$ cat config.mk
export PLATFORM = sky130hd
export DESIGN_NAME = thermal_brightness_derating
export DESIGN_NICKNAME = d
export VERILOG_FILES = /design/src/hw/rtl/tbd_pkg.sv /design/src/hw/rtl/thermal_brightness_derating.sv
export SDC_FILE = /design/constraint.sdc
export NUM_CORES = 1
export LEC_CHECK = 0
export BUFFER_PORTS_ARGS = -buffer_cell sky130_fd_sc_hd__buf_2
export CORE_MARGIN = 2
export CORE_UTILIZATION = 30
export CTS_BUF_LIST = sky130_fd_sc_hd__clkbuf_8
export DETAILED_ROUTE_END_ITERATION = 8
export PLACE_DENSITY = 0.42
export SYNTH_ARGS = -nofsm -noshare
export SYNTH_HDL_FRONTEND = slang
export SYNTH_SLANG_ARGS = --single-unit
$ cat constraint.sdc
create_clock -name clk -period 4.6 [get_ports clk]
set_input_delay 0.46 -clock clk [delete_from_list [all_inputs] [get_ports clk]]
set_output_delay 0.46 -clock clk [all_outputs]
set_load 0.01 [all_outputs]
$ cat src/hw/rtl/tbd_pkg.sv
// thermal brightness derating: shared constants and step tables
// no dependencies; used by thermal_brightness_derating

package tbd_pkg;

    localparam int SAMPLE_W   = 10;
    localparam int LEVEL_W    = 8;
    localparam int STEP_COUNT = 5;

    typedef logic [SAMPLE_W-1:0] sample_t;
    typedef logic [LEVEL_W-1:0]  level_t;

    typedef sample_t threshold_table_t [STEP_COUNT];
    typedef level_t  level_table_t [STEP_COUNT];

    localparam level_t LEVEL_RESET = 8'hff;

    localparam threshold_table_t RISE_THRESHOLD = '{
        10'h1e5, 10'h1df, 10'h1d1, 10'h1c4, 10'h1b7
    };

    localparam threshold_table_t FALL_THRESHOLD = '{
        10'h3ff, 10'h1d1, 10'h1c4, 10'h1b7, 10'h1aa
    };

    localparam level_table_t STEP_LEVEL = '{
        8'hff, 8'hb4, 8'h80, 8'h5a, 8'h40
    };

endpackage

$ cat src/hw/rtl/thermal_brightness_derating.sv
// a transferred sample is registered in stage one, then in the result register, which drives out_valid
// throughput: one sample per cycle; only a stalled result register holds the input back
// stage one updates the window and running sum, stage two divides, compares and steps
// the level; the result register doubles as the previous-average and level state
// reset (async, rst_n low): window, sum, slot and previous average clear to zero,
// brightness level goes to full scale (0xff), both stages empty

module thermal_brightness_derating #(
    parameter int AVG_DEPTH = 4
) (
    input  logic                      clk,
    input  logic                      rst_n,
    input  logic                      in_valid,
    output logic                      in_ready,
    input  logic [tbd_pkg::SAMPLE_W-1:0] adc_sample,
    output logic                      out_valid,
    input  logic                      out_ready,
    output logic [tbd_pkg::SAMPLE_W-1:0] filtered_temp,
    output logic [tbd_pkg::LEVEL_W-1:0]  brightness_level,
    output logic                      level_changed
);

    // width of the slot index and of the running sum
    localparam int SLOT_W = $clog2(AVG_DEPTH);
    localparam int SUM_W  = tbd_pkg::SAMPLE_W + SLOT_W;

    // exact floor division by AVG_DEPTH: multiply by a rounded-up reciprocal,
    // shift by the sum width plus the log of the depth
    localparam int DIV_SHIFT = SUM_W + SLOT_W;
    localparam int RECIP_INT = ((2 ** DIV_SHIFT) + AVG_DEPTH - 1) / AVG_DEPTH;
    localparam logic [SUM_W:0] RECIP = RECIP_INT[SUM_W:0];
    localparam logic [SLOT_W-1:0] SLOT_LAST = SLOT_W'(AVG_DEPTH - 1);
    localparam logic [SUM_W-1:0]  SUM_MAX   = SUM_W'(AVG_DEPTH * 1023);

    // ------------------------------------------------------------------
    // stage one: sample window and running sum
    // ------------------------------------------------------------------
    tbd_pkg::sample_t    window_reg [AVG_DEPTH];
    logic [SLOT_W-1:0]   slot_reg;
    logic [SLOT_W-1:0]   slot_next;
    logic [SUM_W-1:0]    sum_reg;
    logic [SUM_W-1:0]    sum_next;
    logic                s1_valid_reg;

    // stage two / result register, which also holds previous average and level
    tbd_pkg::sample_t    avg_reg;
    tbd_pkg::level_t     level_reg;
    logic                changed_reg;
    logic                out_valid_reg;

    logic                in_xfer;
    logic                out_load;

    // result register takes a new value from a full stage one when it is empty or being drained
    assign out_load = s1_valid_reg && (!out_valid_reg || out_ready);
    // stage one can refill when empty or when its content moves on this cycle
    assign in_ready = !s1_valid_reg || out_load;
    assign in_xfer  = in_valid && in_ready;

    // oldest sample leaves the sum, the new one enters
    assign sum_next  = sum_reg + SUM_W'(adc_sample) - SUM_W'(window_reg[slot_reg]);
    assign slot_next = (slot_reg == SLOT_LAST) ? '0 : slot_reg + 1'b1;

    always_ff @(posedge clk or negedge rst_n)
    begin
        if (!rst_n)
        begin
            for (int i = 0; i < AVG_DEPTH; i++)
            begin
                window_reg[i] <= '0;
            end
            slot_reg     <= '0;
            sum_reg      <= '0;
            s1_valid_reg <= 1'b0;
        end
        else
        begin
            if (in_xfer)
            begin
                window_reg[slot_reg] <= adc_sample;
                slot_reg             <= slot_next;
                sum_reg              <= sum_next;
            end
            if (in_xfer)
            begin
                s1_valid_reg <= 1'b1;
            end
            else if (out_load)
            begin
                s1_valid_reg <= 1'b0;
            end
        end
    end

    // ------------------------------------------------------------------
    // stage two: average, threshold scan, level step
    // ------------------------------------------------------------------
    logic [2*SUM_W:0]    div_product;
    tbd_pkg::sample_t    avg_next;
    tbd_pkg::level_t     level_next;
    logic                changed_next;

    assign div_product = (2*SUM_W+1)'(sum_reg) * (2*SUM_W+1)'(RECIP);
    assign avg_next    = div_product[DIV_SHIFT +: tbd_pkg::SAMPLE_W];

    always_comb
    begin
        logic found;
        found      = 1'b0;
        level_next = level_reg;
        if (avg_next > avg_reg)
        begin
            // rising: first step from the hottest threshold down that lifts the level
            for (int k = 0; k < tbd_pkg::STEP_COUNT; k++)
            begin
                if (!found && avg_next > tbd_pkg::RISE_THRESHOLD[k]
                    && level_reg < tbd_pkg::STEP_LEVEL[k])
                begin
                    level_next = tbd_pkg::STEP_LEVEL[k];
                    found      = 1'b1;
                end
            end
        end
        else if (avg_next < avg_reg)
        begin
            // falling: scan from the lowest level up, take first that lowers the level
            for (int k = tbd_pkg::STEP_COUNT - 1; k >= 0; k--)
            begin
                if (!found && avg_next < tbd_pkg::FALL_THRESHOLD[k]
                    && level_reg > tbd_pkg::STEP_LEVEL[k])
                begin
                    level_next = tbd_pkg::STEP_LEVEL[k];
                    found      = 1'b1;
                end
            end
        end
        changed_next = (level_next != level_reg);
    end

    always_ff @(posedge clk or negedge rst_n)
    begin
        if (!rst_n)
        begin
            avg_reg       <= '0;
            level_reg     <= tbd_pkg::LEVEL_RESET;
            changed_reg   <= 1'b0;
            out_valid_reg <= 1'b0;
        end
        else
        begin
            if (out_load)
            begin
                avg_reg     <= avg_next;
                level_reg   <= level_next;
                changed_reg <= changed_next;
            end
            if (out_load)
            begin
                out_valid_reg <= 1'b1;
            end
            else if (out_ready)
            begin
                out_valid_reg <= 1'b0;
            end
        end
    end

    assign out_valid        = out_valid_reg;
    assign filtered_temp    = avg_reg;
    assign brightness_level = level_reg;
    assign level_changed    = changed_reg;

    // ------------------------------------------------------------------
    // assertions
    // ------------------------------------------------------------------

    // level only ever takes one of the table levels
    a_level_in_table: assert property (@(posedge clk) disable iff (!rst_n)
        level_reg == tbd_pkg::STEP_LEVEL[0] || level_reg == tbd_pkg::STEP_LEVEL[1]
        || level_reg == tbd_pkg::STEP_LEVEL[2] || level_reg == tbd_pkg::STEP_LEVEL[3]
        || level_reg == tbd_pkg::STEP_LEVEL[4])
        else $error("brightness level left the step table");

    // running sum never exceeds a full window of maximum samples
    a_sum_bounded: assert property (@(posedge clk) disable iff (!rst_n)
        sum_reg <= SUM_MAX)
        else $error("running sum out of range");

    // a result appears only after stage one held an item
    a_result_from_stage: assert property (@(posedge clk) disable iff (!rst_n)
        $rose(out_valid_reg) |-> $past(s1_valid_reg))
        else $error("result without a stage one item");

    // level state moves only when a result is loaded
    a_level_moves_on_load: assert property (@(posedge clk) disable iff (!rst_n)
        !out_load |=> $stable(level_reg))
        else $error("level changed without a result load");

    // a raised level needs a rising average
    a_raise_needs_rise: assert property (@(posedge clk) disable iff (!rst_n)
        (out_load && level_next > level_reg) |-> (avg_next > avg_reg))
        else $error("level raised while average did not rise");

endmodule
Yosys cells after proc, flatten, opt, wreduce, memory -nomap -nowiden. Index checks and enable logic that the tools add are counted.

Add/subtract/negate cells: 3. Magnitude comparators: 24. Eq/ne operators: 2. Muxes and demuxes: 43. Bitwise gates (word level): 1. Reduce and logical (&&, ||, !) cells: 35.

Operator list (number): $mux W8 (12); $gt A10 B9 Y1 const B (5); $bwmux W40 (1); $lt A10 B9 Y1 const B (4); $mux W10 (3); $gt A8 B8 Y1 const B (3); $lt A8 B8 Y1 const B (3); $mux W1 (24); $logic_and A1 B1 Y1 (21); $bmux W10 S2 (1); $demux W10 S2 (1); $gt A8 B7 Y1 const B (2); $lt A8 B7 Y1 const B (2); $add A12 B10 Y12 (1); $sub A12 B10 Y12 (1); $gt A10 B10 Y1 (1); $logic_not A1 Y1 (10); $lt A10 B10 Y1 (1); $lt A10 B10 Y1 const B (1); $ne A8 B8 Y1 (1); $reduce_bool A2 Y1 (2); $ge A3 B3 Y1 const B (1); $lt A3 B1 Y1 const B (1); $not A2 Y3 (1); other kinds (4) (5).

Register bits: 75. Bits of input ports: 14. Output and inout bits: 21. Logic and storage cells: 119.

Depth between registers and ports, before layout.
Word-level depth: 30. Gate-level depth with buffers: 15. Gate-level depth less buffers: 14.

Least setup slack after synthesis. Ideal clock, no wire load.

Kind: reg2reg. Start: register slot_reg[0]. End: register sum_reg[11]. Setup time: 0.135 ns. Data arrival time: 3.615 ns. Data required time: 4.465 ns. Path slack: 0.850 ns. Cell stages (with the launch flop): 14. Path buffers: 1. Clock period less this slack: 3.750 ns. Path through: dfrtp_1 > buf_1 > mux4_2 > fa_1 > inv_1 > ha_1 > a21o_1 > a21oi_1 > o21ai_0 > a211oi_1 > a211oi_1 > o31a_1 > xnor2_1 > o21ai_0.

Word-level cells in the longest chain between the ends: 5.

RTL lines: start: declaration (line thermal_brightness_derating.sv:39) `logic [SLOT_W-1:0] slot_reg;`; start signal: assignment (line thermal_brightness_derating.sv:81) `slot_reg <= slot_next;`; $not A2 Y3 (implied by the code) (line thermal_brightness_derating.sv:61) `assign sum_next = sum_reg + SUM_W'(adc_sample) - SUM_W'(window_reg[slot_reg]);`; $bmux W10 S2 (line thermal_brightness_derating.sv:61); $mux W10 (implied by the code) (2 in a row) (line thermal_brightness_derating.sv:61); $sub A12 B10 Y12 (line thermal_brightness_derating.sv:61); end signal: assignment (line thermal_brightness_derating.sv:82) `sum_reg <= sum_next;`; end: declaration (line thermal_brightness_derating.sv:41) `logic [SUM_W-1:0] sum_reg;`.

No other way between the ends. The select of a mux whose other input is x is not followed. A chain may end at the register's enable or synchronous reset.

Worst setup path after layout.
Start: register slot_reg[1]. End: register sum_reg[10].

The elaborated chain is that of the path after synthesis.

==> summary.txt <==
Global routing
  • Vias in the first global route: roughly 4100
  • Pin count of the biggest net entering global routing: between 70 and 80
  • Gr usage total: between 10% and 20%
  • Initial antenna violation count: 0
  • Total gr overflow: 0
  • Global-route wire length before repair: between 20000 and 25000 um

Route
  • DRC errors left: 0
  • Via Count: 3970
  • Detail Route Antenna Nets: 0
  • Vias per cell: 5.00
  • 1st-pass router iterations: 4
  • Drt wl/cell: 15.6 um
  • Final wirelength: 12400 um
  • Initial DRC Count: approximately 180

Synth
  • Most used DFF post-synth: dfrtp_1
  • Synthesized cell area: 5020 um2
  • Synth Instances: 546
  • Post-synthesis area per instance: 9.20 um2
  • Count of unique library cells instantiated by Yosys: 76
  • Post-synth top area share: between 30% and 40%
  • Sequential share of the synthesized area: roughly 38%
  • Post-synthesis register bit count: 75
  • Post-synth ARST share: 100%
  • Area contributors post-synth: dfrtp_1 33%, o21ai_0 7.4%, ha_1 6.7%, nand2_1 5.6%, inv_1 4.5%
  • Number of synthesized flops with an enable pin: 0
  • Largest area contributor in the netlist: dfrtp_1
  • Synth warnings: 0
  • Syn Nets: just under 600

Critical path
  • CP Cell Sequence: mux4_2, fa_1, fa_1, nor2b_1, o21ai_0, a21oi_1, o21ai_0, a21boi_0, o21ai_0, a211o_1, o211ai_1
  • Crit-path slowest cell: dfrtp_1
  • Crit Path Class: reg2reg
  • CP max FO: 13
  • WP data required: 4.88 ns
  • Critical path arrival: 3.88 ns
  • Element type at the critical path end: register
  • CP dominant cell by count: o21ai_0
  • CP max stage delay: 0.70 ns
  • Top delay family on crit path: compound AO/OA/AOI/OAI gates
  • CP Launch Type: register
  • CP bufs+invs: 0

Layout
  • Fin nets: 620
  • Sequential cell area: 1890 um2
  • ANT cells: 0
  • Synth-to-Final Area Change: 11.1%
  • Multi-input logic area: 2760 um2
  • Fill count: approximately 1700
  • Layout cells sized above 1: 16.0%
  • Max reg flops: 40

STA
  • Final TNS setup: 0 ns
  • Peak Freq: 278 MHz
  • Fin crit share: 78.3%
  • Fin. max-slew vios: 0
  • Min Tclk post-route: about 3.6 ns
  • Worst rel slew slack: 28.5%
  • Final setup vio count: 0
  • Worst Clk Skew: approximately 0.011 ns
  • Worst slew pin tran: 1.07 ns
  • Hold Fails Final Rpt: 0
  • RSZ-0062 raised after global routing: no

Floorplan
  • Core area: 16500 um2
  • I/O pins: 35
  • Die Wd: 133 um
  • Starting Density: a little under a third
  • Die Area: 17800 um2
  • Rows: 47
  • Die Span Y: 133 um

Clock network
  • Post-CTS Hold Buffers: 0
  • Clk root buf: clkbuf_8
  • CTS tree: built
  • Clock buffer depth: 2
  • CTS clk-pin slew, worst paths: 0.08 ns
  • Clk sinks: 75
  • H-tree depth: 3
  • Postcts setup bufs: 0
  • CTS buffer count: 9
  • Post-CTS resize count: 0
  • Clk_lat worst skew: 0.36 ns

Worst hold path
  • Min-Delay Path Class: in2async

Run
  • Max-cap violations: 0

Placed design
  • # port buffers: 34
  • GP Congestion: 0.795
  • Hpwl dp: 9060 um

Status
  • Status: completed
[Yosys cell counts (7+ instances only)]
cell type and number:
nand2_1 75, o21ai_0 74, dfrtp_1 67, inv_1 60
ha_1 27, a21oi_1 19, nor2_1 18, clkbuf_1 17
fa_1 10, mux4_2 10, a211oi_1 8, dfstp_2 8
nand2b_1 8, nor3_1 8, nand4_1 7
[cell families (layout without fill, tap and decap cells)]
kind of cell / count (synthesis) / count (layout) / share of synthesized area, %
buf+inv: 87 / 115 / 7.57
mux: 14 / 14 / 5.38
xor+xnor: 6 / 6 / 1.05
simple gates: 162 / 162 / 16.4
flops: 75 / 75 / 37.6
fa+ha+maj: 37 / 37 / 10.7
compound gates: 165 / 165 / 21.3
[layout by cell type, fill, tap and decap left out, drive strengths merged, types with 5 or more instances in the layout]
cell / Yosys / routed
a31oi: 5 / 5
nor2: 18 / 18
mux4: 10 / 10
o211ai: 5 / 5
buf: 9 / 39
a21oi: 19 / 19
inv: 60 / 62
fa: 10 / 10
and3: 5 / 5
nand2b: 8 / 8
nor3: 8 / 8
a211oi: 8 / 8
o21a: 6 / 6
o21ai: 74 / 74
dfrtp: 67 / 67
nand4: 7 / 7
clkbuf: 18 / 10
nand2: 76 / 76
nand3: 6 / 6
ha: 27 / 27
o31ai: 5 / 5
dfstp: 8 / 8
[path summary, 6_finish.rpt]
| path | to | cells past startpoint | slack (ns) | from |
|---|---|---|---|---|
| min in group clk | s1_valid_reg | 2 | 0.31 | in_valid |
| worst max-delay path | sum_reg[10] | 11 | 1.0 | slot_reg[1] |
| worst min register to register | window_reg[32] | 2 | 0.48 | window_reg[32] |
| max in group asynchronous | window_reg[21] | 1 | 3.69 | rst_n |
| worst min-delay path | filtered_temp[6] | 1 | 0.24 | rst_n |
| worst max register to register | sum_reg[10] | 11 | 1.0 | slot_reg[1] |
[metrics by stage]
stage / utilization [%] / instances / hold WS [ns] / area, um2 / worst slack, ns
2_1_floorplan: - / 546 / 0.164 / 5020 / 0.850
3_3_place_gp: 32.5 / 778 / 0.459 / 5350 / 1.07
3_5_place_dp: 32.5 / 778 / 0.469 / 5350 / 0.990
4_1_cts: 33.9 / 794 / 0.276 / 5580 / 0.973
5_1_grt: 33.9 / 794 / 0.310 / 5580 / 0.735
6_report: 33.9 / 794 / 0.238 / 5580 / 0.998
[area by class of cell]
cell class                      instances  area share [%]
Clock inverter                          6            1.59
Sequential cell                        75            33.8
Clock buffer                           10            2.47
Tap cell                              220            4.93
Inverter                               60            4.04
Multi-Input combinational cell        384            49.4
Timing Repair Buffer                   39            3.77
[routing by layer]
layer  wire [um]  GRT usage, %  up-vias
met5           0             0        -
met4         193          5.26        0
met3         484          2.55       14
met2        5700          23.9       79
met1        6000          20.5     1887
li1            -             -     1990
Power is left out: the tool's default activity adds up to more than one toggle a clock period on the data nets, which glitch-free logic cannot reach.
